==> src/hw/rtl/sample_frame_serializer_crc16_macros.svh <==
// ----------------------------------------------------------------------------
// Assertion macros for the sample frame serializer
// Shared same-cycle and next-cycle implication property shorthands.
// ----------------------------------------------------------------------------
`ifndef SAMPLE_FRAME_SERIALIZER_CRC16_MACROS_SVH
`define SAMPLE_FRAME_SERIALIZER_CRC16_MACROS_SVH

// same-cycle implication, disabled during reset
`define SFSC_ASSERT_IMPL(name, clk_i, rstn_i, ante, cons, msg) \
  name: assert property (@(posedge clk_i) disable iff (!rstn_i) (ante) |-> (cons)) \
    else $error(msg);

// next-cycle implication, disabled during reset
`define SFSC_ASSERT_NEXT(name, clk_i, rstn_i, ante, cons, msg) \
  name: assert property (@(posedge clk_i) disable iff (!rstn_i) (ante) |=> (cons)) \
    else $error(msg);

`endif

==> src/hw/rtl/sfsc_pkg.sv <==
// ----------------------------------------------------------------------------
// sfsc_pkg
// Types, constants and the CRC byte update shared by the serializer modules.
// ----------------------------------------------------------------------------
`default_nettype none

package sfsc_pkg;

  localparam int unsigned IN_TDATA_W  = 152;
  localparam int unsigned LEN_W       = 9;
  localparam int unsigned IDX_W       = 5;
  localparam int unsigned MAX_PAYLOAD = 384;

  localparam logic CMD_HEADER  = 1'b0;
  localparam logic CMD_PAYLOAD = 1'b1;

  localparam logic [15:0] CRC_INIT       = 16'hFFFF;
  localparam logic [15:0] CRC_POLY       = 16'h1021;
  localparam logic [15:0] FIXED_OVERHEAD = 16'd28;

  localparam logic [7:0] MAGIC_0     = 8'h43;  // 'C'
  localparam logic [7:0] MAGIC_1     = 8'h53;  // 'S'
  localparam logic [7:0] MAGIC_2     = 8'h49;  // 'I'
  localparam logic [7:0] MAGIC_3     = 8'h32;  // '2'
  localparam logic [7:0] VERSION     = 8'd1;
  localparam logic [7:0] SAMPLE_KIND = 8'd1;

  // header byte positions
  localparam logic [IDX_W-1:0] IDX_CRC_FIRST = 5'd4;
  localparam logic [IDX_W-1:0] IDX_HEAD_LAST = 5'd25;

  typedef struct packed {
    logic              cmd;
    logic              last;
    logic [31:0]       seq;
    logic [63:0]       ts;
    logic signed [7:0] rssi;
    logic [7:0]        rate;
    logic [7:0]        channel;
    logic [7:0]        flags;
    logic [LEN_W-1:0]  len;
    logic [7:0]        pbyte;
  } sfsc_entry_t;

  typedef struct packed {
    logic        valid;
    sfsc_entry_t entry;
  } sfsc_push_t;

  typedef enum logic [1:0] {
    ST_IDLE,
    ST_HEAD,
    ST_CRC_LO,
    ST_CRC_HI
  } sfsc_state_t;

  // CRC-16/CCITT-FALSE, one byte, msb first
  function automatic logic [15:0] crc_feed(input logic [15:0] crc, input logic [7:0] b);
    logic [15:0] c;
    c = crc ^ {b, 8'h00};
    for (int i = 0; i < 8; i++) begin
      c = c[15] ? ((c << 1) ^ CRC_POLY) : (c << 1);
    end
    return c;
  endfunction

endpackage

`default_nettype wire

==> src/hw/rtl/sample_frame_serializer_crc16.sv <==
// Sample frame serializer with CRC-16/CCITT-FALSE trailer.
// Input channel (in_*): one beat per item. in_tuser = 0 is a header that
// opens a frame; in_tuser = 1 carries one payload byte of the open frame.
// Headers with a length above the maximum payload, and payload beats with no
// frame open, are dropped and emit nothing; a new header abandons an open
// frame without a CRC.
// Output channel (out_*): one frame byte per beat. out_tlast marks the last
// byte caused by an input beat, out_tuser the CRC high byte ending a frame.
// A header produces 26 output bytes (28 with an empty payload), a payload
// byte one, the last payload byte three (byte and two CRC bytes).
// The output register moves one byte per cycle while out_tready is high,
// which sets the rate. Input beats pass the queue, then the output register.
// A queue of QUEUE_DEPTH items decouples input from the serializer, so input
// keeps flowing while out_tready is low until the queue fills.
// Reset (rst_n low, synchronous) empties the queue, closes any frame and
// drops a byte held at the output.
// ----------------------------------------------------------------------------
// sample_frame_serializer_crc16
// Top level: front classifier, item queue and byte serializer.
// ----------------------------------------------------------------------------
`default_nettype none

module sample_frame_serializer_crc16 import sfsc_pkg::*; #(
  parameter int unsigned QUEUE_DEPTH = 4
) (
  input  wire logic                  clk,
  input  wire logic                  rst_n,
  input  wire logic                  in_tvalid,
  output logic                       in_tready,
  // seq[31:0], ts[95:32], rssi[103:96], rate[111:104], channel[119:112],
  // flags[127:120], payload_length[136:128], payload_byte[144:137], zeros
  input  wire logic [IN_TDATA_W-1:0] in_tdata,
  input  wire logic                  in_tuser,   // cmd
  output logic                       out_tvalid,
  input  wire logic                  out_tready,
  output logic [7:0]                 out_tdata,  // out_byte[7:0]
  output logic                       out_tlast,  // end_of_run
  output logic                       out_tuser   // end_of_frame
);

  sfsc_push_t  push;
  logic        q_full, q_pop, q_valid;
  sfsc_entry_t q_head;

  sfsc_front u_front (
    .clk       (clk),
    .rst_n     (rst_n),
    .in_tvalid (in_tvalid),
    .in_tready (in_tready),
    .in_tdata  (in_tdata),
    .in_tuser  (in_tuser),
    .q_full    (q_full),
    .push      (push)
  );

  sfsc_queue #(
    .DEPTH (QUEUE_DEPTH)
  ) u_queue (
    .clk        (clk),
    .rst_n      (rst_n),
    .push       (push),
    .full       (q_full),
    .pop        (q_pop),
    .head_valid (q_valid),
    .head       (q_head)
  );

  sfsc_back u_back (
    .clk        (clk),
    .rst_n      (rst_n),
    .head_valid (q_valid),
    .head       (q_head),
    .pop        (q_pop),
    .out_tvalid (out_tvalid),
    .out_tready (out_tready),
    .out_tdata  (out_tdata),
    .out_tlast  (out_tlast),
    .out_tuser  (out_tuser)
  );

endmodule

`default_nettype wire

==> src/hw/rtl/sfsc_front.sv <==
// ----------------------------------------------------------------------------
// sfsc_front
// Accepts input beats, tracks the open frame and queues headers and payload.
// ----------------------------------------------------------------------------
`default_nettype none
`include "sample_frame_serializer_crc16_macros.svh"

module sfsc_front import sfsc_pkg::*; (
  input  wire logic                  clk,
  input  wire logic                  rst_n,
  input  wire logic                  in_tvalid,
  output logic                       in_tready,
  input  wire logic [IN_TDATA_W-1:0] in_tdata,
  input  wire logic                  in_tuser,
  input  wire logic                  q_full,
  output sfsc_push_t                 push
);

  logic             frame_open_r, frame_open_nxt;
  logic [LEN_W-1:0] bytes_left_r, bytes_left_nxt;
  logic             accept;
  sfsc_entry_t      ent;

  assign in_tready = !q_full;
  assign accept    = in_tvalid && in_tready;

  always_comb begin
    ent.cmd     = in_tuser;
    ent.last    = (bytes_left_r == LEN_W'(1));
    ent.seq     = in_tdata[31:0];
    ent.ts      = in_tdata[95:32];
    ent.rssi    = in_tdata[103:96];
    ent.rate    = in_tdata[111:104];
    ent.channel = in_tdata[119:112];
    ent.flags   = in_tdata[127:120];
    ent.len     = in_tdata[136:128];
    ent.pbyte   = in_tdata[144:137];
  end

  always_comb begin
    frame_open_nxt = frame_open_r;
    bytes_left_nxt = bytes_left_r;
    push.valid     = 1'b0;
    push.entry     = ent;
    if (accept) begin
      if (in_tuser == CMD_HEADER) begin
        if (32'(ent.len) > MAX_PAYLOAD) begin
          // rejected header also abandons an open frame
          frame_open_nxt = 1'b0;
          bytes_left_nxt = '0;
        end else begin
          push.valid     = 1'b1;
          frame_open_nxt = (ent.len != '0);
          bytes_left_nxt = ent.len;
        end
      end else if (frame_open_r && bytes_left_r != '0) begin
        push.valid     = 1'b1;
        bytes_left_nxt = bytes_left_r - LEN_W'(1);
        frame_open_nxt = !ent.last;
      end
    end
  end

  always_ff @(posedge clk) begin
    if (!rst_n) begin
      frame_open_r <= 1'b0;
      bytes_left_r <= '0;
    end else begin
      frame_open_r <= frame_open_nxt;
      bytes_left_r <= bytes_left_nxt;
    end
  end

  `SFSC_ASSERT_IMPL(a_open_has_bytes, clk, rst_n, frame_open_r, bytes_left_r != '0 && 32'(bytes_left_r) <= MAX_PAYLOAD, "open frame with bad byte count")

endmodule

`default_nettype wire

==> src/hw/rtl/sfsc_queue.sv <==
// ----------------------------------------------------------------------------
// sfsc_queue
// Small FIFO of classified items between the front and the serializer.
// ----------------------------------------------------------------------------
`default_nettype none
`include "sample_frame_serializer_crc16_macros.svh"

module sfsc_queue import sfsc_pkg::*; #(
  parameter int unsigned DEPTH = 4  // 2 or more
) (
  input  wire logic       clk,
  input  wire logic       rst_n,
  input  wire sfsc_push_t push,
  output logic            full,
  input  wire logic       pop,
  output logic            head_valid,
  output sfsc_entry_t     head
);

  localparam int unsigned PTR_W = $clog2(DEPTH);
  localparam int unsigned CNT_W = $clog2(DEPTH + 1);

  sfsc_entry_t      mem [DEPTH];
  logic [PTR_W-1:0] wr_ptr_r, wr_ptr_nxt;
  logic [PTR_W-1:0] rd_ptr_r, rd_ptr_nxt;
  logic [CNT_W-1:0] count_r, count_nxt;
  logic             do_push, do_pop;

  assign full       = (count_r == CNT_W'(DEPTH));
  assign head_valid = (count_r != '0);
  assign head       = mem[rd_ptr_r];
  assign do_push    = push.valid && !full;
  assign do_pop     = pop && head_valid;

  always_comb begin
    wr_ptr_nxt = wr_ptr_r;
    rd_ptr_nxt = rd_ptr_r;
    count_nxt  = count_r;
    if (do_push) begin
      wr_ptr_nxt = (wr_ptr_r == PTR_W'(DEPTH - 1)) ? '0 : wr_ptr_r + PTR_W'(1);
    end
    if (do_pop) begin
      rd_ptr_nxt = (rd_ptr_r == PTR_W'(DEPTH - 1)) ? '0 : rd_ptr_r + PTR_W'(1);
    end
    if (do_push && !do_pop) begin
      count_nxt = count_r + CNT_W'(1);
    end else if (do_pop && !do_push) begin
      count_nxt = count_r - CNT_W'(1);
    end
  end

  always_ff @(posedge clk) begin
    if (do_push) begin
      mem[wr_ptr_r] <= push.entry;
    end
  end

  always_ff @(posedge clk) begin
    if (!rst_n) begin
      wr_ptr_r <= '0;
      rd_ptr_r <= '0;
      count_r  <= '0;
    end else begin
      wr_ptr_r <= wr_ptr_nxt;
      rd_ptr_r <= rd_ptr_nxt;
      count_r  <= count_nxt;
    end
  end

  `SFSC_ASSERT_IMPL(a_count_bound, clk, rst_n, 1'b1, count_r <= CNT_W'(DEPTH), "queue count beyond depth")

endmodule

`default_nettype wire

==> src/hw/rtl/sfsc_back.sv <==
// ----------------------------------------------------------------------------
// sfsc_back
// Serializes queued items into frame bytes, runs the CRC, drives the output.
// ----------------------------------------------------------------------------
`default_nettype none
`include "sample_frame_serializer_crc16_macros.svh"

module sfsc_back import sfsc_pkg::*; (
  input  wire logic        clk,
  input  wire logic        rst_n,
  input  wire logic        head_valid,
  input  wire sfsc_entry_t head,
  output logic             pop,
  output logic             out_tvalid,
  input  wire logic        out_tready,
  output logic [7:0]       out_tdata,
  output logic             out_tlast,
  output logic             out_tuser
);

  sfsc_state_t      st_r, st_nxt;
  logic [IDX_W-1:0] idx_r, idx_nxt;
  logic [15:0]      crc_r, crc_nxt;
  sfsc_entry_t      hdr_r;
  logic             out_valid_r;
  logic [7:0]       out_byte_r;
  logic             out_last_r, out_eof_r;
  logic             load, emit, e_last, e_eof;
  logic [7:0]       e_byte, hdr_byte;
  logic [15:0]      size;

  assign load       = !out_valid_r || out_tready;
  assign out_tvalid = out_valid_r;
  assign out_tdata  = out_byte_r;
  assign out_tlast  = out_last_r;
  assign out_tuser  = out_eof_r;
  assign size       = FIXED_OVERHEAD + 16'(hdr_r.len);

  always_comb begin
    case (idx_r)
      5'd0:    hdr_byte = MAGIC_0;
      5'd1:    hdr_byte = MAGIC_1;
      5'd2:    hdr_byte = MAGIC_2;
      5'd3:    hdr_byte = MAGIC_3;
      5'd4:    hdr_byte = VERSION;
      5'd5:    hdr_byte = SAMPLE_KIND;
      5'd6:    hdr_byte = size[7:0];
      5'd7:    hdr_byte = size[15:8];
      5'd8:    hdr_byte = hdr_r.seq[7:0];
      5'd9:    hdr_byte = hdr_r.seq[15:8];
      5'd10:   hdr_byte = hdr_r.seq[23:16];
      5'd11:   hdr_byte = hdr_r.seq[31:24];
      5'd12:   hdr_byte = hdr_r.ts[7:0];
      5'd13:   hdr_byte = hdr_r.ts[15:8];
      5'd14:   hdr_byte = hdr_r.ts[23:16];
      5'd15:   hdr_byte = hdr_r.ts[31:24];
      5'd16:   hdr_byte = hdr_r.ts[39:32];
      5'd17:   hdr_byte = hdr_r.ts[47:40];
      5'd18:   hdr_byte = hdr_r.ts[55:48];
      5'd19:   hdr_byte = hdr_r.ts[63:56];
      5'd20:   hdr_byte = hdr_r.rssi;
      5'd21:   hdr_byte = hdr_r.rate;
      5'd22:   hdr_byte = hdr_r.channel;
      5'd23:   hdr_byte = hdr_r.flags;
      5'd24:   hdr_byte = hdr_r.len[7:0];
      5'd25:   hdr_byte = {7'b0, hdr_r.len[8]};
      default: hdr_byte = 8'h00;
    endcase
  end

  always_comb begin
    st_nxt  = st_r;
    idx_nxt = idx_r;
    crc_nxt = crc_r;
    pop     = 1'b0;
    emit    = 1'b0;
    e_byte  = 8'h00;
    e_last  = 1'b0;
    e_eof   = 1'b0;
    case (st_r)
      ST_IDLE: begin
        if (head_valid && load) begin
          pop  = 1'b1;
          emit = 1'b1;
          if (head.cmd == CMD_HEADER) begin
            // magic byte goes out now, CRC restarts (magic is not covered)
            e_byte  = MAGIC_0;
            crc_nxt = CRC_INIT;
            idx_nxt = IDX_W'(1);
            st_nxt  = ST_HEAD;
          end else begin
            e_byte  = head.pbyte;
            e_last  = !head.last;
            crc_nxt = crc_feed(crc_r, head.pbyte);
            if (head.last) begin
              st_nxt = ST_CRC_LO;
            end
          end
        end
      end
      ST_HEAD: begin
        if (load) begin
          emit   = 1'b1;
          e_byte = hdr_byte;
          if (idx_r >= IDX_CRC_FIRST) begin
            crc_nxt = crc_feed(crc_r, hdr_byte);
          end
          if (idx_r == IDX_HEAD_LAST) begin
            e_last = (hdr_r.len != '0);
            st_nxt = (hdr_r.len == '0) ? ST_CRC_LO : ST_IDLE;
          end else begin
            idx_nxt = idx_r + IDX_W'(1);
          end
        end
      end
      ST_CRC_LO: begin
        if (load) begin
          emit   = 1'b1;
          e_byte = crc_r[7:0];
          st_nxt = ST_CRC_HI;
        end
      end
      ST_CRC_HI: begin
        if (load) begin
          emit    = 1'b1;
          e_byte  = crc_r[15:8];
          e_last  = 1'b1;
          e_eof   = 1'b1;
          crc_nxt = CRC_INIT;
          st_nxt  = ST_IDLE;
        end
      end
      default: st_nxt = ST_IDLE;
    endcase
  end

  always_ff @(posedge clk) begin
    if (!rst_n) begin
      st_r        <= ST_IDLE;
      idx_r       <= '0;
      crc_r       <= CRC_INIT;
      out_valid_r <= 1'b0;
    end else begin
      st_r  <= st_nxt;
      idx_r <= idx_nxt;
      crc_r <= crc_nxt;
      if (load) begin
        out_valid_r <= emit;
      end
    end
  end

  always_ff @(posedge clk) begin
    if (load && emit) begin
      out_byte_r <= e_byte;
      out_last_r <= e_last;
      out_eof_r  <= e_eof;
    end
    if (pop && head.cmd == CMD_HEADER) begin
      hdr_r <= head;
    end
  end

  `SFSC_ASSERT_IMPL(a_eof_ends_run, clk, rst_n, out_tvalid && out_tuser, out_tlast, "frame end without run end")
  `SFSC_ASSERT_NEXT(a_crc_lo_then_hi, clk, rst_n, st_r == ST_CRC_LO && load, st_r == ST_CRC_HI && out_tvalid && !out_tlast, "CRC low byte not followed by high byte")

endmodule

`default_nettype wire

==> config.mk <==
export PLATFORM = sky130hd
export DESIGN_NAME = sample_frame_serializer_crc16
export DESIGN_NICKNAME = d
export VERILOG_FILES = /design/src/hw/rtl/sfsc_pkg.sv /design/src/hw/rtl/sample_frame_serializer_crc16.sv /design/src/hw/rtl/sfsc_front.sv /design/src/hw/rtl/sfsc_queue.sv /design/src/hw/rtl/sfsc_back.sv
export VERILOG_INCLUDE_DIRS = /design/src /design/src/hw/rtl
export SDC_FILE = /design/constraint.sdc
export NUM_CORES = 1
export LEC_CHECK = 0
export BUFFER_PORTS_ARGS = -buffer_cell sky130_fd_sc_hd__buf_2
export CORE_MARGIN = 3
export CORE_UTILIZATION = 30
export DETAILED_ROUTE_END_ITERATION = 8
export GPL_TIMING_DRIVEN = 0
export HOLD_SLACK_MARGIN = 0.06
export PLACE_DENSITY = 0.45
export SYNTH_ARGS = -nofsm -noshare
export SYNTH_HDL_FRONTEND = slang
export SYNTH_SLANG_ARGS = --single-unit
==> constraint.sdc <==
create_clock -name clk -period 9.9 [get_ports clk]
set_clock_uncertainty 0.15 [all_clocks]
set_input_delay 1.98 -clock clk [delete_from_list [all_inputs] [get_ports clk]]
set_output_delay 1.98 -clock clk [all_outputs]
set_load 0.1 [all_outputs]
* Word level (Yosys, flattened, before mapping) *
Memories as Yosys holds them, arrays and structs flattened. A register that Yosys moved wholly into a read port is not among the register bits.
Cells that the tools add are included.

word-level totals
  bits in registers = 188
  bits in writable memories = 588
  bits of input ports = 157
  output and inout port bits = 12
  word-level logic and storage cells = 192
  memories = 1

cells by class
  add/sub/neg operators = 7
  order comparisons = 2
  equality and inequality tests = 42
  muxes and demuxes = 70
  bitwise gates (word level) = 19
  reductions and logical operators = 32

memory list
  name         depth  bits a word  read ports  clocked after memory_dff  write ports  RTL line          text
  u_queue.mem  4      147          1           1                         1            sfsc_queue.sv:23  sfsc_entry_t mem [DEPTH];

operator list
  kind                  count
  $mux 13               16
  $pmux 8 s25           1
  $mux 16               5
  $eq 5x5->1 const B    10
  $not 3->3             16
  $pmux 16 s3           1
  $eq 5x4->1 const B    8
  $mux 8                5
  $pmux 8 s4            1
  $xor 16x16->16        2
  $mux 9                3
  $reduce_bool 9->1     3
  $mux 2                12
  $eq 5x3->1 const B    4
  $mux 5                4
  $mux 1                16
  $ne 2x1->1 const B    7
  $add 5x9->10 const A  1
  $eq 5x2->1 const B    2
  $pmux 5 s2            1
  $reduce_and 5->1      2
  $eq 9x1->1 const B    1
  $gt 9x9->1 const B    1
  $logic_and 1x1->1     9
  28 further kinds      41

* Logic depth before layout (Yosys ltp) *
  depth in word-level cells = 23
  mapped depth = 14
  mapped depth without buffers = 12

* Modules after synthesis *
A second synthesis with hierarchy kept.

unflattened totals
  cell total of the unflattened synthesis = 1708
  area total of the unflattened synthesis = 31874.3 um2

by module, submodules not included
  module      times used  cells each  area each (um2)  seq. area each (um2)
  sfsc_queue  1           819         21834.7          17837.1
  sfsc_back   1           646         8175.3           4894.7
  sfsc_front  1           243         1864.3           200.2

* Worst setup path before layout *
Ideal clock, no wire load.

  path kind = input to register
  start = input out_tready
  end = register u_back.hdr_r[100] (netlist bit) (enable)
  setup time = 636 ps
  arrival time = 8556 ps
  data required time = 9114 ps
  setup slack = 559 ps
  cell stages on the path = 6
  buffers on the path = 2
  path through = nand2b_1 clkbuf_1 o31ai_1 nand2b_1 buf_2 nor2_1

on the way
  cells in the longest elaborated chain, start to end = 5

ends and longest elaborated chain
  element                 RTL line                             text
  start: declaration      sample_frame_serializer_crc16.sv:35  input wire logic out_tready,
  $logic_or 1x1->1        sfsc_back.sv:32                      assign load = !out_valid_r || out_tready;
  $logic_and 1x1->1       sfsc_back.sv:82                      if (head_valid && load) begin
  $mux 1                  sfsc_back.sv:82
  $mux 1                  sfsc_back.sv:80                      case (st_r)
  $logic_and 1x1->1       sfsc_back.sv:159                     if (pop && head.cmd == CMD_HEADER) begin
  end signal: assignment  sfsc_back.sv:160                     hdr_r <= head;
  end: declaration        sfsc_back.sv:24                      sfsc_entry_t hdr_r;

Every way passes these cells.
A chain may end at the register's enable or synchronous reset.

* Worst setup path in the final report *
  start = input in_tuser
  end = memory u_queue.mem[2][103] (netlist bit) (enable)

on the way
  cells in the longest elaborated chain, start to end = 5

ends and longest elaborated chain
  element                       RTL line                             text
  start: declaration            sample_frame_serializer_crc16.sv:33  input wire logic in_tuser,
  $mux 1                        sfsc_front.sv:46                     if (in_tuser == CMD_HEADER) begin
  $mux 1                        sfsc_front.sv:45                     if (accept) begin
  $logic_and 1x1->1             sfsc_queue.sv:32                     assign do_push = push.valid && !full;
  named net u_queue.do_push     sfsc_queue.sv:27                     logic do_push, do_pop;
  $mux 1                        sfsc_queue.sv:53                     if (do_push) begin
  $mux 1 (implied by the code)  sfsc_queue.sv:54                     mem[wr_ptr_r] <= push.entry;
  end: declaration              sfsc_queue.sv:23

The timed path passes the listed nets, and every way through them passes these cells.

==> qor.txt <==
I/O Pins: 169
CTS tree: done
Gr usage total: 0.156
TritonRoute pass-1 iters: 5
Max stage delay on crit path: 0.72 ns
Final hold vios: 0
Worst vdd ir: 0.216 mV
Later-pin clock latency in the skew report: 0.66 ns
Placed cell areas: 33100 um^2
PnR Total Power: 10.3 mW
Psw: 3.27 mW
Worst-Margin Slew: 1.15 ns
Final period util: 0.475
Min cycle time layout: 4.70 ns
Routed WL: 81.4 mm
Crit path DAT: 4.86 ns
CTS Buf Count: 88
Sequential share of power: 0.425
Register area share after synthesis: 0.759
Post-synth net total: 1710
Hpwl dp: 55.3 mm
CP cell instances: buf_2, clkbuf_1, a31oi_1, o21a_1, clkbuf_1, and2_4, buf_12, buf_16
Finished layout cell area: 35900 um^2
Synth area leader: edfxtp_1
Synth Register Bits: 778
Clk buf depth: 3
Num rows: 115
Core ar.: 99100 um^2
Clock sinks: 778
Normalized max-slew margin: 0.233
Req. time, crit path: 10.06 ns
Clk network pwr share: 0.304
Synth-to-Final Area Change: 18.8%
Post-CTS sizing: 0
H-tree depth: 3
R2R cell count: 13
Max cap viols: 0
Yosys cell types: 82
Main area contributors after synthesis: edfxtp_1 73%, mux4_2 11%, dfxtp_1 2.8%
Post-synthesis cell area: 30200 um^2
Combinational power share: 0.271
Root Buffer: clkbuf_16
PwrDens: 286 nW/um^2
Post-synth top flop: edfxtp_1
Nets: 1979
Share of the synthesized area in the top cell type: 0.730
Routed WL per cell: 25.7 um
Critical path type: input pin to flop
Die height: 323 um
Max frequency: 0.213 GHz
Hold/Removal Path Class: flop to flop
Slew Limit Fails: 0
I/O Buffers: 160
Vias per inst: 4.89
Global-route wire length before repair: 117 mm
Leak Pwr: 11.4 nW
Status: finished, final reports clean
# setup viols final: 0
Hold_ws: 0.333 ns
Antenna viol nets, final: 0
Layout cell share with drive strength beyond 1: 0.262
Ys Warns: 0
Post-CTS Setup Bufs: 0
Sw frac: 0.319
Synth async-reset ratio: 0
Initial antenna violation count: 28
Global route overflow: 0
Placer Congestion: 0.867
Internal Power: 6.99 mW
# hold bufs at CTS: 0
Worst Path Max Fanout: 50
Worst Setup Start Kind: input pin
WHS Path Cells: 2
Most frequent cell on the critical path: clkbuf_1
Type of destination of the critical path: flop
Vias in the first global route: 16000
Drc violations: 0
Slowest cell on the critical path: a31oi_1
Initial core utilization: 0.305
Post-synth EDFFs: 735
Clock transition at path regs: 0.06 ns
Syn Area/Cell: 19.7 um^2
Total die area: 105000 um^2
Post-Syn Instances: 1537
RSZ-0062 raised after global routing: no
Starting DRT DRC Count: 1243
Largest net degree at the start of global routing: 51
Die width: 323 um
Vias post-DR: 15500
-- kinds of logic (layout without fill, tap and decap cells) --
group	after synthesis	count (layout)	synth area share
AO/OA/AOI/OAI	202	202	0.0470
XOR/XNOR	40	40	0.0137
adder cells (fa/ha/maj)	16	16	0.00687
buffers and inverters	101	440	0.0142
flip-flops	778	778	0.759
multiplexers	178	178	0.120
other	0	9	0
AND/OR/NAND/NOR	222	222	0.0394
-- synth_stat cells, types with 6 or more instances --
cell / n
edfxtp_1: 735
mux4_2: 147
nand2_1: 58
clkbuf_1: 49
nor2_1: 45
dfxtp_1: 43
o21ai_0: 39
a21oi_1: 37
mux2i_1: 25
xnor2_1: 21
inv_1: 20
a22oi_1: 18
nand2b_1: 17
buf_2: 16
a22o_1: 15
ha_1: 15
nor3_1: 15
nand3b_1: 14
o22ai_1: 14
xor2_1: 13
nand3_1: 12
buf_1: 11
nor2b_1: 9
o211ai_1: 9
and2_1: 8
a211oi_1: 7
a32o_1: 7
or3_1: 7
a31oi_1: 6
and3b_1: 6
nor4_1: 6
-- sequential cells by signal (all words and copies together) (netlist names), named ones only --
| name | cells |
|---|---|
| u_queue.mem | 588 |
| u_back.hdr_r | 137 |
| u_back.crc_r | 16 |
| u_front.bytes_left_r | 9 |
| u_back.out_tdata | 8 |
| u_back.idx_r | 5 |
| u_queue.count_r | 3 |
| u_back.st_r | 2 |
| u_queue.rd_ptr_r | 2 |
| u_queue.wr_ptr_r | 2 |
| u_back.out_tlast | 1 |
| u_back.out_tuser | 1 |
| u_back.out_tvalid | 1 |
| u_front.frame_open_r | 1 |
-- path summary, 6_finish.rpt --
| path | start | end | slack (ns) |
|---|---|---|---|
| setup / recovery | in_tuser | u_queue.mem[2][103]$_DFFE_PP_ | 5.20 |
| hold / removal | u_front.bytes_left_r[8]$_SDFFE_PN0P_ | u_front.bytes_left_r[8]$_SDFFE_PN0P_ | 0.33 |
| setup reg to reg | u_back.idx_r[0]$_SDFFE_PN0P_ | u_back.crc_r[8]$_SDFFE_PN1P_ | 5.23 |
| hold reg to reg | u_front.bytes_left_r[8]$_SDFFE_PN0P_ | u_front.bytes_left_r[8]$_SDFFE_PN0P_ | 0.33 |
-- power by group through the flow --
stage               registers [mW]  logic (mW)  clock network [mW]
global route                  4.39        2.99                3.36
CTS                           4.36        2.84                3.22
finish                        4.36        2.78                3.12
global placement              4.56        2.72                   0
detailed placement            4.43        2.82                   0
floorplan                     4.55        1.70                   0
-- critical path: cells and delay by family --
| family | cells | cell delay, ns |
|---|---|---|
| buf+inv | 5 | 1.26 |
| simple gates | 1 | 0.54 |
| compound gates | 2 | 0.95 |
-- final cells by class --
cell class | count | area [um^2]
fillers | 9242 | 63200
flip-flops and latches | 778 | 22900
multi-input cells | 658 | 6880
clock buffers | 108 | 2290
well taps | 1287 | 1610
repair buffers | 179 | 1240
clock inverters | 52 | 498
plain buffers | 81 | 354
inverters | 20 | 75.1
diodes | 9 | 22.5
-- cells in the final DEF, fill, tap and decap left out, types with 12 or more instances in the layout --
cell,netlist,layout
nand2b_1,17,17
a21oi_1,37,37
nand2_1,58,58
nand3_1,12,12
xor2_1,13,13
mux2i_1,25,25
a22o_1,15,15
nor2_1,45,44
edfxtp_1,735,735
o21ai_0,39,38
a22oi_1,18,18
ha_1,15,15
nand3b_1,14,14
inv_1,20,20
dfxtp_1,43,43
clkbuf_16,0,88
clkinv_1,0,22
xnor2_1,21,21
buf_2,16,177
mux4_2,147,147
o22ai_1,14,14
clkbuf_1,49,68
nor3_1,15,15
-- metal layers --
metal  GRT usage  vias up  share of wire
met2       0.258      384           0.49
met4      0.0456       20          0.026
li1            -     6867              -
met1       0.204     8112           0.43
met3      0.0391      138          0.055
met5           0        -         0.0017
-- per-stage QoR --
step | std cells | utilization | worst slack [ns] | TNS [ns]
3_5_place_dp | 3003 | 0.334 | 4.49 | 0
6_report | 3172 | 0.362 | 5.20 | 0
2_1_floorplan | 1537 | - | 0.559 | 0
5_1_grt | 3164 | 0.362 | 4.97 | 0
3_3_place_gp | 2984 | 0.329 | -3.47 | -1232.46
4_1_cts | 3163 | 0.362 | 5.20 | 0
No activity file was read; power rests on OpenSTA's default activity.
